==> config.mk <==
export PLATFORM = sky130hd
export DESIGN_NAME = sum_checked_frame_parser_core_flat
export DESIGN_NICKNAME = d
export VERILOG_FILES = /design/src/hdl/scfp_pkg.sv /design/src/hdl/scfp_req_if.sv /design/src/hdl/scfp_rsp_if.sv /design/src/hdl/sum_checked_frame_parser_core.sv /design/src/flat_wrapper.sv
export SDC_FILE = /design/constraint.sdc
export NUM_CORES = 1
export LEC_CHECK = 0
export BUFFER_PORTS_ARGS = -buffer_cell sky130_fd_sc_hd__buf_2
export CORE_MARGIN = 4
export CORE_UTILIZATION = 58
export CTS_CLUSTER_DIAMETER = 120
export DETAILED_ROUTE_END_ITERATION = 7
export PLACE_DENSITY = 0.86
export RECOVER_POWER = 100
export SLEW_MARGIN = 5
export SYNTH_ARGS = -nofsm -noshare
export SYNTH_HDL_FRONTEND = slang
export SYNTH_SLANG_ARGS = --single-unit
==> constraint.sdc <==
create_clock -name clock -period 5.2 [get_ports clock]
set_input_delay 0.52 -clock clock [delete_from_list [all_inputs] [get_ports clock]]
set_output_delay 0.52 -clock clock [all_outputs]
set_load 0.01 [all_outputs]
==> src/hdl/scfp_pkg.sv <==
// shared types and codes of the sum checked frame parser
package scfp_pkg;

   localparam int unsigned BYTE_W   = 8;
   localparam int unsigned WORD_W   = 16;
   localparam int unsigned STATUS_W = 3;
   localparam int unsigned PHASE_W  = 4;
   localparam int unsigned COUNT_W  = 4;
   localparam int unsigned CSR_IDX_W = 1;

   localparam logic [PHASE_W-1:0] PH_HEAD0 = 4'd0;
   localparam logic [PHASE_W-1:0] PH_HEAD1 = 4'd1;
   localparam logic [PHASE_W-1:0] PH_SRC   = 4'd2;
   localparam logic [PHASE_W-1:0] PH_DST   = 4'd3;
   localparam logic [PHASE_W-1:0] PH_CMD   = 4'd4;
   localparam logic [PHASE_W-1:0] PH_LENL  = 4'd5;
   localparam logic [PHASE_W-1:0] PH_LENH  = 4'd6;
   localparam logic [PHASE_W-1:0] PH_PAY   = 4'd7;
   localparam logic [PHASE_W-1:0] PH_CHK   = 4'd8;
   localparam logic [PHASE_W-1:0] PH_DONE  = 4'd9;

   localparam logic [COUNT_W-1:0] MIN_FRAME = 4'd8;

   localparam logic [STATUS_W-1:0] ST_OK        = 3'd0;
   localparam logic [STATUS_W-1:0] ST_SHORT     = 3'd1;
   localparam logic [STATUS_W-1:0] ST_BAD_HEAD  = 3'd2;
   localparam logic [STATUS_W-1:0] ST_TRUNCATED = 3'd3;
   localparam logic [STATUS_W-1:0] ST_BAD_SUM   = 3'd4;

   localparam logic KIND_PAYLOAD = 1'b0;
   localparam logic KIND_VERDICT = 1'b1;

   localparam logic [CSR_IDX_W-1:0] CSR_HEAD_FIRST  = 1'd0;
   localparam logic [CSR_IDX_W-1:0] CSR_HEAD_SECOND = 1'd1;

   typedef struct packed {
      logic [BYTE_W-1:0] rx_byte;
      logic              datagram_end;
   } req_data_type;

   typedef struct packed {
      logic                kind;
      logic [BYTE_W-1:0]   payload_byte;
      logic [WORD_W-1:0]   payload_index;
      logic [BYTE_W-1:0]   src_addr;
      logic [BYTE_W-1:0]   dst_addr;
      logic [BYTE_W-1:0]   command;
      logic [WORD_W-1:0]   payload_length;
      logic [STATUS_W-1:0] status;
   } rsp_data_type;

endpackage

==> src/hdl/scfp_req_if.sv <==
// byte input channel of the frame parser
interface scfp_req_if;
   logic                  valid;
   logic                  ready;
   scfp_pkg::req_data_type data;

   modport source (output valid, output data, input ready);
   modport sink (input valid, input data, output ready);
endinterface

==> src/hdl/scfp_rsp_if.sv <==
// result channel of the frame parser
interface scfp_rsp_if;
   logic                  valid;
   logic                  ready;
   scfp_pkg::rsp_data_type data;

   modport source (output valid, output data, input ready);
   modport sink (input valid, input data, output ready);
endinterface

==> src/hdl/sum_checked_frame_parser_core.sv <==
// frame parser with header check and additive checksum, top level
// result: registered, valid in the cycle after the beat that causes it is accepted
// throughput: one byte beat per cycle; the only stall is a full result register
// that the sink does not take in the same cycle
// reset: synchronous, clears frame state, header registers and the result valid flag
module sum_checked_frame_parser_core (
   input  logic                                 clock,
   input  logic                                 reset,
   scfp_req_if.sink                             req,
   scfp_rsp_if.source                           rsp,
   input  logic                                 csr_write_enable,
   input  logic [scfp_pkg::CSR_IDX_W-1:0]       csr_index,
   input  logic [scfp_pkg::BYTE_W-1:0]          csr_write_data
);

   logic [scfp_pkg::BYTE_W-1:0]   head_first_ff, head_second_ff;
   logic [scfp_pkg::PHASE_W-1:0]  phase_ff, phase_in, phase_upd;
   logic [scfp_pkg::COUNT_W-1:0]  short_count_ff, short_count_in, short_count_upd;
   logic                          header_bad_ff, header_bad_in, header_bad_upd;
   logic [scfp_pkg::BYTE_W-1:0]   src_ff, src_in, src_upd;
   logic [scfp_pkg::BYTE_W-1:0]   dst_ff, dst_in, dst_upd;
   logic [scfp_pkg::BYTE_W-1:0]   cmd_ff, cmd_in, cmd_upd;
   logic [scfp_pkg::WORD_W-1:0]   length_ff, length_in, length_upd;
   logic [scfp_pkg::WORD_W-1:0]   index_ff, index_in, index_upd;
   logic [scfp_pkg::BYTE_W-1:0]   sum_ff, sum_in, sum_upd;
   logic                          sum_match_ff, sum_match_in, sum_match_upd;
   logic                          rsp_valid_ff, rsp_valid_in;
   scfp_pkg::rsp_data_type        rsp_data_ff, rsp_data_in;

   logic                          accept;
   logic                          is_payload;
   logic                          emit;
   logic [scfp_pkg::BYTE_W-1:0]   b;
   logic                          last;
   logic [scfp_pkg::STATUS_W-1:0] status;

   assign req.ready = !rsp_valid_ff || rsp.ready;
   assign accept    = req.valid && req.ready;
   assign b         = req.data.rx_byte;
   assign last      = req.data.datagram_end;

   // per-byte state update
   always_comb begin
      phase_upd       = phase_ff;
      header_bad_upd  = header_bad_ff;
      src_upd         = src_ff;
      dst_upd         = dst_ff;
      cmd_upd         = cmd_ff;
      length_upd      = length_ff;
      index_upd       = index_ff;
      sum_upd         = sum_ff;
      sum_match_upd   = sum_match_ff;
      is_payload      = 1'b0;
      short_count_upd = (short_count_ff < scfp_pkg::MIN_FRAME) ?
                        4'(short_count_ff + 4'd1) : short_count_ff;
      case (phase_ff)
         scfp_pkg::PH_HEAD0: begin
            if (b != head_first_ff) header_bad_upd = 1'b1;
            phase_upd = scfp_pkg::PH_HEAD1;
         end
         scfp_pkg::PH_HEAD1: begin
            if (b != head_second_ff) header_bad_upd = 1'b1;
            phase_upd = scfp_pkg::PH_SRC;
         end
         scfp_pkg::PH_SRC: begin
            src_upd   = b;
            sum_upd   = 8'(sum_ff + b);
            phase_upd = scfp_pkg::PH_DST;
         end
         scfp_pkg::PH_DST: begin
            dst_upd   = b;
            sum_upd   = 8'(sum_ff + b);
            phase_upd = scfp_pkg::PH_CMD;
         end
         scfp_pkg::PH_CMD: begin
            cmd_upd   = b;
            sum_upd   = 8'(sum_ff + b);
            phase_upd = scfp_pkg::PH_LENL;
         end
         scfp_pkg::PH_LENL: begin
            length_upd = {length_ff[15:8], b};
            sum_upd    = 8'(sum_ff + b);
            phase_upd  = scfp_pkg::PH_LENH;
         end
         scfp_pkg::PH_LENH: begin
            length_upd = {b, length_ff[7:0]};
            sum_upd    = 8'(sum_ff + b);
            index_upd  = '0;
            phase_upd  = ({b, length_ff[7:0]} == 16'd0) ? scfp_pkg::PH_CHK :
                         scfp_pkg::PH_PAY;
         end
         scfp_pkg::PH_PAY: begin
            is_payload = 1'b1;
            sum_upd    = 8'(sum_ff + b);
            if (16'(index_ff + 16'd1) == length_ff) begin
               phase_upd = scfp_pkg::PH_CHK;
            end else begin
               index_upd = 16'(index_ff + 16'd1);
            end
         end
         scfp_pkg::PH_CHK: begin
            sum_match_upd = (sum_ff == b);
            phase_upd     = scfp_pkg::PH_DONE;
         end
         default: begin
         end
      endcase
   end

   // verdict priority
   always_comb begin
      priority if (short_count_upd < scfp_pkg::MIN_FRAME) status = scfp_pkg::ST_SHORT;
      else if (header_bad_upd)                          status = scfp_pkg::ST_BAD_HEAD;
      else if (phase_upd != scfp_pkg::PH_DONE)          status = scfp_pkg::ST_TRUNCATED;
      else if (!sum_match_upd)                          status = scfp_pkg::ST_BAD_SUM;
      else                                              status = scfp_pkg::ST_OK;
   end

   assign emit = last || (is_payload && !header_bad_upd);

   always_comb begin
      rsp_data_in.kind           = last ? scfp_pkg::KIND_VERDICT : scfp_pkg::KIND_PAYLOAD;
      rsp_data_in.payload_byte   = last ? '0 : b;
      rsp_data_in.payload_index  = last ? '0 : index_ff;
      rsp_data_in.src_addr       = src_upd;
      rsp_data_in.dst_addr       = dst_upd;
      rsp_data_in.command        = cmd_upd;
      rsp_data_in.payload_length = length_upd;
      rsp_data_in.status         = last ? status : scfp_pkg::ST_OK;
   end

   always_comb begin
      if (accept) begin
         rsp_valid_in = emit;
      end else if (rsp.ready) begin
         rsp_valid_in = 1'b0;
      end else begin
         rsp_valid_in = rsp_valid_ff;
      end
   end

   // frame state: updated per beat, cleared after a verdict
   always_comb begin
      phase_in       = phase_ff;
      short_count_in = short_count_ff;
      header_bad_in  = header_bad_ff;
      src_in         = src_ff;
      dst_in         = dst_ff;
      cmd_in         = cmd_ff;
      length_in      = length_ff;
      index_in       = index_ff;
      sum_in         = sum_ff;
      sum_match_in   = sum_match_ff;
      if (accept) begin
         if (last) begin
            phase_in       = scfp_pkg::PH_HEAD0;
            short_count_in = '0;
            header_bad_in  = 1'b0;
            src_in         = '0;
            dst_in         = '0;
            cmd_in         = '0;
            length_in      = '0;
            index_in       = '0;
            sum_in         = '0;
            sum_match_in   = 1'b0;
         end else begin
            phase_in       = phase_upd;
            short_count_in = short_count_upd;
            header_bad_in  = header_bad_upd;
            src_in         = src_upd;
            dst_in         = dst_upd;
            cmd_in         = cmd_upd;
            length_in      = length_upd;
            index_in       = index_upd;
            sum_in         = sum_upd;
            sum_match_in   = sum_match_upd;
         end
      end
   end

   always_ff @(posedge clock) begin
      if (reset) begin
         head_first_ff  <= '0;
         head_second_ff <= '0;
         phase_ff       <= scfp_pkg::PH_HEAD0;
         short_count_ff <= '0;
         header_bad_ff  <= 1'b0;
         src_ff         <= '0;
         dst_ff         <= '0;
         cmd_ff         <= '0;
         length_ff      <= '0;
         index_ff       <= '0;
         sum_ff         <= '0;
         sum_match_ff   <= 1'b0;
         rsp_valid_ff   <= 1'b0;
      end else begin
         if (csr_write_enable) begin
            unique case (csr_index)
               scfp_pkg::CSR_HEAD_FIRST:  head_first_ff  <= csr_write_data;
               scfp_pkg::CSR_HEAD_SECOND: head_second_ff <= csr_write_data;
               default: begin
               end
            endcase
         end
         phase_ff       <= phase_in;
         short_count_ff <= short_count_in;
         header_bad_ff  <= header_bad_in;
         src_ff         <= src_in;
         dst_ff         <= dst_in;
         cmd_ff         <= cmd_in;
         length_ff      <= length_in;
         index_ff       <= index_in;
         sum_ff         <= sum_in;
         sum_match_ff   <= sum_match_in;
         rsp_valid_ff   <= rsp_valid_in;
      end
   end

   always_ff @(posedge clock) begin
      if (accept) begin
         rsp_data_ff <= rsp_data_in;
      end
   end

   assign rsp.valid = rsp_valid_ff;
   assign rsp.data  = rsp_data_ff;

   a_end_clears_frame: assert property (@(posedge clock) disable iff (reset)
      accept && last |=> phase_ff == scfp_pkg::PH_HEAD0 && short_count_ff == '0 &&
                         !header_bad_ff && sum_ff == '0)
      else $error("frame state not cleared after end beat");

   a_count_saturates: assert property (@(posedge clock) disable iff (reset)
      short_count_ff <= scfp_pkg::MIN_FRAME)
      else $error("byte count passed its saturation value");

   a_payload_status_ok: assert property (@(posedge clock) disable iff (reset)
      rsp_valid_ff && rsp_data_ff.kind == scfp_pkg::KIND_PAYLOAD |->
         rsp_data_ff.status == scfp_pkg::ST_OK)
      else $error("payload result carries a status");

   a_good_payload_emits: assert property (@(posedge clock) disable iff (reset)
      accept && !last && phase_ff == scfp_pkg::PH_PAY && !header_bad_ff |=>
         rsp_valid_ff && rsp_data_ff.kind == scfp_pkg::KIND_PAYLOAD)
      else $error("payload beat under good header not forwarded");

   a_phase_range: assert property (@(posedge clock) disable iff (reset)
      phase_ff <= scfp_pkg::PH_DONE)
      else $error("phase out of range");

endmodule
==> src/flat_wrapper.sv <==
// flat-port wrapper written by rule: the top's interface ports become plain ports
module sum_checked_frame_parser_core_flat 
  (clock, reset, csr_write_enable, csr_index, csr_write_data, req_valid, req_data, req_ready, rsp_valid, rsp_data, rsp_ready);
  scfp_req_if req_i ();
  scfp_rsp_if rsp_i ();
  input  logic clock;
  input  logic reset;
  input  logic csr_write_enable;
  input  logic [scfp_pkg::CSR_IDX_W-1:0] csr_index;
  input  logic [scfp_pkg::BYTE_W-1:0] csr_write_data;
  input wire logic [$bits(req_i.valid)-1:0] req_valid;
  input wire logic [$bits(req_i.data)-1:0] req_data;
  output wire logic [$bits(req_i.ready)-1:0] req_ready;
  output wire logic [$bits(rsp_i.valid)-1:0] rsp_valid;
  output wire logic [$bits(rsp_i.data)-1:0] rsp_data;
  input wire logic [$bits(rsp_i.ready)-1:0] rsp_ready;
  assign req_i.valid = req_valid;
  assign req_i.data = req_data;
  assign req_ready = req_i.ready;
  assign rsp_valid = rsp_i.valid;
  assign rsp_data = rsp_i.data;
  assign rsp_i.ready = rsp_ready;
  sum_checked_frame_parser_core u_core (.clock(clock), .reset(reset), .req(req_i), .rsp(rsp_i), .csr_write_enable(csr_write_enable), .csr_index(csr_index), .csr_write_data(csr_write_data));
endmodule
==> Yosys cells after proc, flatten, opt, wreduce, memory -nomap -nowiden <==
Cells that the tools add are included.
{ "totals": {"ff_bits": 159, "input_bits": 23, "output_inout_bits": 70} }
{ "op_classes": {"n_addsub": 3, "n_lt_le_gt_ge": 2, "eq_ne": 14, "n_mux": 33, "bitwise": 2, "reduce_logical": 18} }
{ "ops": {"columns": ["op", "n"], "rows": [
  ["$mux W8", 8],
  ["$pmux W16 S2", 2],
  ["$mux W16", 3],
  ["$pmux W4 S9", 1],
  ["$mux W4", 5],
  ["$add A16 B1 Y16 const B", 1],
  ["$eq A16 B16 Y1", 1],
  ["$eq A4 B3 Y1 const B", 4],
  ["$logic_not A16 Y1", 1],
  ["$ne A8 B8 Y1", 2],
  ["$mux W1", 10],
  ["$add A8 B8 Y8", 1],
  ["$eq A4 B2 Y1 const B", 2],
  ["$eq A8 B8 Y1", 1],
  ["$lt A4 B4 Y1 const B", 2],
  ["$reduce_and A2 Y1", 3],
  ["$reduce_or A6 Y1", 1],
  ["$add A4 B1 Y4 const B", 1],
  ["$eq A4 B1 Y1 const B", 1],
  ["$eq A4 B4 Y1 const B", 1],
  ["$logic_not A4 Y1", 1],
  ["$mux W2", 2],
  ["$ne A4 B4 Y1 const B", 1],
  ["$reduce_bool A2 Y1", 2],
  ["other kinds (11)", 15]
]} }

==> Depth between registers and ports, before layout <==
Gate-level depths: netlist of run 1.
{ "depth": {"word_depth": 8, "ltp_mapped": 10} }

==> Least setup slack after synthesis of run 1 <==
No wires, ideal clock.
{ "synth_path": {"kind": "input-to-reg", "from": "input rsp_ready", "to": "register u_core.sum_ff[7] (netlist bit)", "setup_time_ps": 63, "arrival_ps": 4727, "required_time_ps": 5137, "setup_slack_ps": 411, "stages": 8, "n_path_buf": 1, "path_cell_list": "nand2b_1 nand2_1 inv_1 clkbuf_1 o21ai_0 or3_1 or4_1 nand3_1"} }
{ "synth_between": {"elab_chain_len": 3} }
{ "synth_rtl": {"columns": ["element", "line", "source"], "rows": [
  ["start, declared", "flat_wrapper.sv:16", "input wire logic [$bits(rsp_i.ready)-1:0] rsp_ready;"],
  ["$logic_or A1 B1 Y1", "sum_checked_frame_parser_core.sv:37", "assign req.ready = !rsp_valid_ff || rsp.ready;"],
  ["$logic_and A1 B1 Y1", "sum_checked_frame_parser_core.sv:38", "assign accept = req.valid && req.ready;"],
  ["net u_core.accept", "sum_checked_frame_parser_core.sv:30", "logic accept;"],
  ["$reduce_and A2 Y1 (no line)", null, null],
  ["end signal, assigned", "sum_checked_frame_parser_core.sv:213", "sum_ff <= sum_in;"],
  ["end, declared", "sum_checked_frame_parser_core.sv:25", "logic [scfp_pkg::BYTE_W-1:0] sum_ff, sum_in, sum_upd;"]
]} }
The timed path passes the listed nets, and every way through them passes these cells.
A chain may end at the register's enable or synchronous reset.

==> Final worst setup path of run 1 <==
{ "layout_path": {"from": "register u_core.phase_ff[0] (netlist bit)", "to": "register u_core.rsp_data_ff (netlist bit u_core.rsp.data[0]) (data pin)"} }
{ "layout_between": {"elab_chain_len": 6, "elab_cells_between_ends": 16, "classes_between": "9 x eq/ne; 6 x mux; 1 x reduce/logical"} }
{ "layout_rtl": {"columns": ["element", "line", "source"], "rows": [
  ["start, declared", "sum_checked_frame_parser_core.sv:17", "logic [scfp_pkg::PHASE_W-1:0] phase_ff, phase_in, phase_upd;"],
  ["start signal, assigned", "sum_checked_frame_parser_core.sv:185", "phase_ff <= scfp_pkg::PH_HEAD0;"],
  ["start signal, assigned", "sum_checked_frame_parser_core.sv:205", "phase_ff <= phase_in;"],
  ["$eq A4 B4 Y1, or another cell as far along", "sum_checked_frame_parser_core.sv:56", "case (phase_ff)"],
  ["$pmux W4 S9", "sum_checked_frame_parser_core.sv:56", null],
  ["$ne A4 B4 Y1", "sum_checked_frame_parser_core.sv:114", "else if (phase_upd != scfp_pkg::PH_DONE) status = scfp_pkg::ST_TRUNCATED;"],
  ["$mux W2", "sum_checked_frame_parser_core.sv:114", null],
  ["$mux W2 (*)", "sum_checked_frame_parser_core.sv:113", "else if (header_bad_upd) status = scfp_pkg::ST_BAD_HEAD;"],
  ["$mux W1 (*)", "sum_checked_frame_parser_core.sv:112", "priority if (short_count_upd < scfp_pkg::MIN_FRAME) status = scfp_pkg::ST_SHORT;"],
  ["end signal, assigned", "sum_checked_frame_parser_core.sv:221", "rsp_data_ff <= rsp_data_in;"],
  ["end, declared", "sum_checked_frame_parser_core.sv:28", "scfp_pkg::rsp_data_type rsp_data_ff, rsp_data_in;"]
]} }
Mark *: on every way between the ends. The rest lies on a longest branch, timed or not.

==> out/summary.txt, run 1 <==
outcome = finished with violations
violated checks = capacitance limit, slew limit
Post-synth ARST share = 0%
max-cap violation count = 1
Final Power = 0.00284 W
share of cells above drive strength 1 = 8.60%
drt first pass iters = 6
Req. time, crit path = 5470 ps
clock share of power = 45.5%
cts bufs inserted = 17
Most Crowded Layer GR = met2
Pint = 0.00220 W
Worst R2R End = u_core.rsp.data[0]$_SDFFCE_PN0P_
vias in the first global route = 5836
Starting Density = 59.7%
met3 GRT Util = 5.94%
Synth Instances = 712
DRC errors left = 0
Hold Worst Slack = 356 ps
Layout area overhead = 12.4%
crit path DAT = 4310 ps
DR vias = 5982
fillcell total = 1000
Cell Pwr Density = 334 nW/um2
core area = 12700 um2
net count reported at finish = 811
DP Wirelength = 11.6 mm
Slew Limit Fails = 9
Sink Count = 159
R2R depth = 7
Setup TNS Final = 0 ps
DIE HEIGHT = 122 um
Final Cell Area = 8500 um2
Mapped Area = 7560 um2
Hold Startpoint = csr_write_data[2]
first-pass GRT wire length = 29.2 mm
Area after DPL = 8070 um2
clock skew = 11.2 ps
Hold Path Depth = 3
Critical Path End Type = flop
Antenna Cells = 0
period utilisation layout = 77.6%
reg-to-reg startpoint = u_core.phase_ff[0]$_SDFFE_PP0P_
drt total wl = 18.2 mm
Mapped Nets = 745
largest net degree at the start of global routing = 78
post-CTS setup buffer count = 0
Post-synth EDFFs = 68
routability-driven placement congestion ratio = 0.942
Clock Path Buffers = 2
crit path to = u_core.rsp.data[0]$_SDFFCE_PN0P_
Crit. Startpoint = u_core.phase_ff[0]$_SDFFE_PP0P_
Worst slew margin = -47.0%
initial antenna violation count = 0
combinational share of power = 6.7%
met2 GRT Util = 42.5%
global route overflow = 0
Top-Level Pins = 93
fin crit period = 4030 ps
H-tree Lvls = 4
unrepaired setup endpoints after global routing = no
Initial DRC Count = 566
site row count = 41
CP Launch Type = flop
full die area = 14900 um2
Flop pwr share = 47.8%
Least-Margin Pin Slew = 2170 ps
kind of critical path = flop to flop
Min-Delay Path Class = input port to flop
synthesized flop and latch total = 159
CTS hold repair buffers = 0
WL/cell = 18.9 um
Final Util = 67.1%
Total GRT Usage = 25.2%
Reg2Reg Setup Slack = 1170 ps
final hold vios = 0
peak supply drop = 217 uV
Pleak = 3.15 nW
sw power = 0.000641 W
CTS tree = done
Sw Ratio = 22.6%
Resized Gates After CTS = 0
Vias/cell = 6.21
DRT antenna net count = 0
synth unique cells = 67
Port Buf Inserts = 92
Peak Freq = 0.248 GHz
setup violators final = 0
worst skew pair latency = 430 ps
root buffer cell = clkbuf_16
crit path max fanout = 12
Syn Area/Cell = 10.6 um2
Synth Warn # = 0
clock slew at reported path FFs = 60 ps
prevailing post-synth register cell = dfxtp_1
width of the die = 122 um
sequential area share after synthesis = 51.1%
met1 usage = 31.1%
worst min-delay path by stage:
stage	endpoint
6_report	u_core.head_second_ff[2]$_SDFFE_PP0P_
5_1_grt	u_core.head_first_ff[3]$_SDFFE_PP0P_
4_1_cts	u_core.head_second_ff[4]$_SDFFE_PP0P_
3_5_place_dp	u_core.head_second_ff[5]$_SDFFE_PP0P_
3_3_place_gp	u_core.sum_ff[5]$_SDFFE_PP0P_
2_1_floorplan	u_core.sum_ff[5]$_SDFFE_PP0P_
worst max-delay path: stages, from the launching register on:
cell,delay [ps]
dfxtp_1,560
nor4b_1,1740
mux2i_1,310
xnor2_1,220
nor4_1,390
a2111oi_0,200
or2_2,330
o22ai_1,130
power by group through the flow:
stage               Sequential [W]  Combinational [W]  Clock [W]
floorplan                  0.00139           0.000112          0
global placement           0.00138           0.000193          0
detailed placement         0.00138           0.000199          0
CTS                        0.00136           0.000201    0.00131
global route               0.00136           0.000209    0.00136
finish                     0.00136           0.000191    0.00129
registers in the layout, summed over array words and instances (netlist names):
name	cells
u_core.dst_ff	8
u_core.sum_ff	8
u_core.cmd_ff	8
u_core.length_ff	16
u_core.rsp.data	68
u_core.sum_match_ff	1
u_core.head_second_ff	8
u_core.src_ff	8
u_core.header_bad_ff	1
u_core.head_first_ff	8
u_core.index_ff	16
u_core.short_count_ff	4
u_core.phase_ff	4
u_core.rsp.valid	1
cells in the final DEF, fill, tap and decap left out, types with 19 or more instances in the layout:
| master | n |
|---|---|
| a21oi_1 | 28 |
| a22oi_1 | 46 |
| clkbuf_1 | 80 |
| clkbuf_16 | 20 |
| dfxtp_1 | 91 |
| edfxtp_1 | 68 |
| mux2_1 | 35 |
| nand2_1 | 33 |
| nand3_1 | 19 |
| nor2_1 | 83 |
| nor2b_1 | 25 |
| o21ai_0 | 23 |
| xnor2_1 | 26 |
Yosys cell counts (11+ instances only):
| library cell | instances | share of area, % |
|---|---|---|
| and3_1 | 11 | 0.91 |
| nor4_1 | 12 | 0.99 |
| nand2_1 | 34 | 1.7 |
| a22oi_1 | 46 | 4.6 |
| nor2b_1 | 25 | 2.1 |
| dfxtp_1 | 91 | 24 |
| xnor2_1 | 26 | 3.0 |
| mux2_2 | 39 | 5.8 |
| inv_1 | 14 | 0.69 |
| nor2_1 | 83 | 4.1 |
| nand3_1 | 18 | 1.2 |
| a21oi_1 | 28 | 1.9 |
| clkbuf_1 | 37 | 1.8 |
| edfxtp_1 | 68 | 27 |
| xor2_1 | 12 | 1.4 |
| o21ai_0 | 18 | 1.2 |
| mux2i_1 | 17 | 2.2 |
per-stage QoR:
step           setup WS, ps  std cells
2_1_floorplan           411        712
3_3_place_gp           1950        931
3_5_place_dp           1820        931
4_1_cts                1790        963
5_1_grt                 840        963
6_report               1170        963
logic make-up after synthesis:
kind of cell,count (synthesis),share of synthesized area (%)
AND/OR/NAND/NOR,237,16.8
AO/OA/AOI/OAI,146,13.9
multiplexers,56,8.05
XOR/XNOR,39,4.70
flip-flops,159,51.1
buffers and inverters,65,3.74
adder cells (fa/ha/maj),10,1.75
routing by layer:
metal / share of wire, % / up-vias
met5: 0 / -
li1: - / 2759
met3: 6.5 / 40
met1: 40 / 2938
met4: 2.6 / 0
met2: 51 / 245
final cells by class:
| cell class | instances | area, um2 | share of cell area, % |
|---|---|---|---|
| clock inverters | 8 | 98.8 | 1.16 |
| inverters | 14 | 52.6 | 0.618 |
| clock buffers | 24 | 526 | 6.18 |
| flip-flops and latches | 159 | 3860 | 45.4 |
| well taps | 172 | 215 | 2.53 |
| repair buffers | 98 | 399 | 4.69 |
| multi-input cells | 488 | 3350 | 39.4 |
Note: power is estimated with default switching activity, not from simulation.
==> inputs of run 2 (changes only) <==
==> constraint.sdc (replaced) <==
create_clock -name clock -period 4.2 [get_ports clock]
set_input_delay 0.42 -clock clock [delete_from_list [all_inputs] [get_ports clock]]
set_output_delay 0.42 -clock clock [all_outputs]
set_load 0.01 [all_outputs]
==> run 2 against run 1 <==
  * The flow finishes with violations (DRC, capacitance limit, slew limit)
  * Clock power is 16% higher
  * Worst hold slack worse by 110 ps
  * First-iteration DRC count is 13% higher
  * Sequential share of layout area is 0.26 points lower
  * Global-route usage is 0.21 points higher
  * Flip-flop and latch count stayed put
  * Total power is 20% higher
  * Worst setup slack worse by 390 ps
  * Critical path type unchanged
  * Critical endpoint is now u_core.index_ff[5]$_SDFFE_PP0P_
==> out/summary.txt, run 2 (same netlist as run 1, synthesis figures left out) <==
Final Util = 67.5% (+0.39 points)
CP Launch Type = flop
post-CTS setup buffer count = 0 (unchanged)
Resized Gates After CTS = 0 (unchanged)
max-cap violation count = 2 (+1)
most common cell after layout, fill and taps aside = dfxtp_1
unrepaired setup endpoints after global routing = no
Cell Pwr Density = 399 nW/um2 (+19%)
flip-flop count of the largest register after layout = 68 (unchanged)
Port Buf Inserts = 92 (unchanged)
Clock Path Buffers = 2 (unchanged)
largest net degree at the start of global routing = 78 (unchanged)
Sink Count = 159 (unchanged)
pre-CTS setup slack = 1080 ps (-743 ps)
Slowest cell on crit path = clkbuf_2
period utilisation layout = 81.5% (+3.9 points)
final hold vios = 0 (unchanged)
Final Power = 0.00341 W (+20%)
worst path cell trace = nand2b_1 > nand2_1 > inv_1 > clkbuf_2 > a21oi_1 > clkbuf_1 > nand3_1 > o21ai_0 > nand2b_1
routability-driven placement congestion ratio = 0.909 (-3.5%)
Starting Density = 59.7% (unchanged)
Initial DRC Count = 642 (+13%)
DRC errors left = 1 (+1)
most frequent CP cell = nand2b_1
multi-input logic area = 3420 um2 (+2.2%)
Peak Freq = 0.292 GHz (+18%)
peak supply drop = 355 uV (+63%)
final setup margin = 778 ps (-388 ps)
Worst path depth = 9 (+2)
crit path DAT = 3750 ps (-560 ps)
Bufs and invs on worst path = 3 (+3)
Top-Level Pins = 93 (unchanged)
site row count = 41 (unchanged)
Hold Worst Slack = 247 ps (-109 ps)
first-pass GRT wire length = 29.8 mm (+1.8%)
global route overflow = 0 (unchanged)
Total GRT Usage = 25.5% (+0.21 points)
Hold Path Depth = 3 (unchanged)
Layout area overhead = 13.0%
commonest cells after routing, fill and taps aside = dfxtp_1, nor2_1, clkbuf_1
drt total wl = 18.4 mm (+0.87%)
net count reported at finish = 815 (+0.49%)
fillcell total = 960 (-4.0%)
CTS hold repair buffers = 0 (unchanged)
root buffer cell = clkbuf_16
Slew Limit Fails = 90 (+81)
kind of critical path = flop to flop
Vias/cell = 6.23 (+0.32%)
core area = 12700 um2 (unchanged)
Largest delay share family, worst path = buffers and inverters
setup violators final = 0 (unchanged)
Min-Delay Path Class = input port to flop
Setup TNS Final = 0 ps (unchanged)
violated checks = DRC, capacitance limit, slew limit
clock slew at reported path FFs = 60 ps (about the same)
DR vias = 6026 (+0.74%)
width of the die = 122 um (unchanged)
DRT antenna net count = 0 (unchanged)
CP max stage delay = 1290 ps (-450 ps)
Req. time, crit path = 4530 ps (-940 ps)
cts bufs inserted = 17 (unchanged)
WL/cell = 19.0 um (+0.45%)
Critical Path End Type = flop
Least-Margin Pin Slew = 1840 ps (-334 ps)
Reg area = 3860 um2 (unchanged)
vias in the first global route = 5888 (+0.89%)
share of cells above drive strength 1 = 10.8% (+2.2 points)
outcome = finished with violations
H-tree Lvls = 4 (unchanged)
crit path max fanout = 63 (+51)
Antenna Cells = 0 (unchanged)
clock skew = 8.24 ps (-2.94 ps)
fin crit period = 3420 ps (-612 ps)
R2R depth = 9 (+2)
drt first pass iters = 8 (+2)
initial antenna violation count = 0 (unchanged)
full die area = 14900 um2 (unchanged)
Worst slew margin = -23.1% (+24 points)
DIE HEIGHT = 122 um (unchanged)
worst skew pair latency = 430 ps (about the same)
CTS tree = done
DP Wirelength = 11.8 mm (+1.7%)
Pleak = 3.17 nW (+0.61%)
[run 2: power breakdown]
part	leakage, nW	total (W)	internal [W]	switching, W
Combinational	1.45	0.000241	0.0000718	0.000169
Sequential	1.43	0.00168	0.00166	0.0000215
Clock	0.290	0.00149	0.000867	0.000621
Total	3.17	0.00341	0.00260	0.000812
[run 2: through the flow]
step                      cell area [um2]  std cells
after detailed placement             8100        935
final                                8550        967
after global routing                 8550        967
after global placement               8100        935
after floorplan                      7570        712
after CTS                            8670        967
[run 2: area by class of cell]
type                    count  area share, %
clock buffers              20           5.47
well taps                 172           2.52
flip-flops and latches    159           45.2
repair buffers            102           4.95
multi-input cells         488           40.0
inverters                  14          0.614
clock inverters            12           1.27
[run 2: worst paths after layout]
check / start / end / slack (ps)
hold / removal: csr_write_data[6] / u_core.head_first_ff[6]$_SDFFE_PP0P_ / 250
setup / recovery: u_core.rsp.valid$_SDFFE_PP0P_ / u_core.index_ff[5]$_SDFFE_PP0P_ / 780
hold reg to reg: u_core.head_second_ff[3]$_SDFFE_PP0P_ / u_core.head_second_ff[3]$_SDFFE_PP0P_ / 460
setup reg to reg: u_core.rsp.valid$_SDFFE_PP0P_ / u_core.index_ff[5]$_SDFFE_PP0P_ / 780
[run 2: layer usage]
| metal | up-vias | wire (um) | GRT usage, % |
|---|---|---|---|
| li1 | 2767 | - | - |
| met1 | 2885 | 7350 | 33.1 |
| met2 | 328 | 9030 | 41.2 |
| met3 | 46 | 1520 | 5.34 |
| met4 | 0 | 503 | 11.0 |
| met5 | - | 0 | 0 |
[run 2: worst min-delay path, delay by kind of cell]
family | cells | cell delay, ps
buf+inv | 1 | 80
simple gates | 1 | 80
mux | 1 | 60
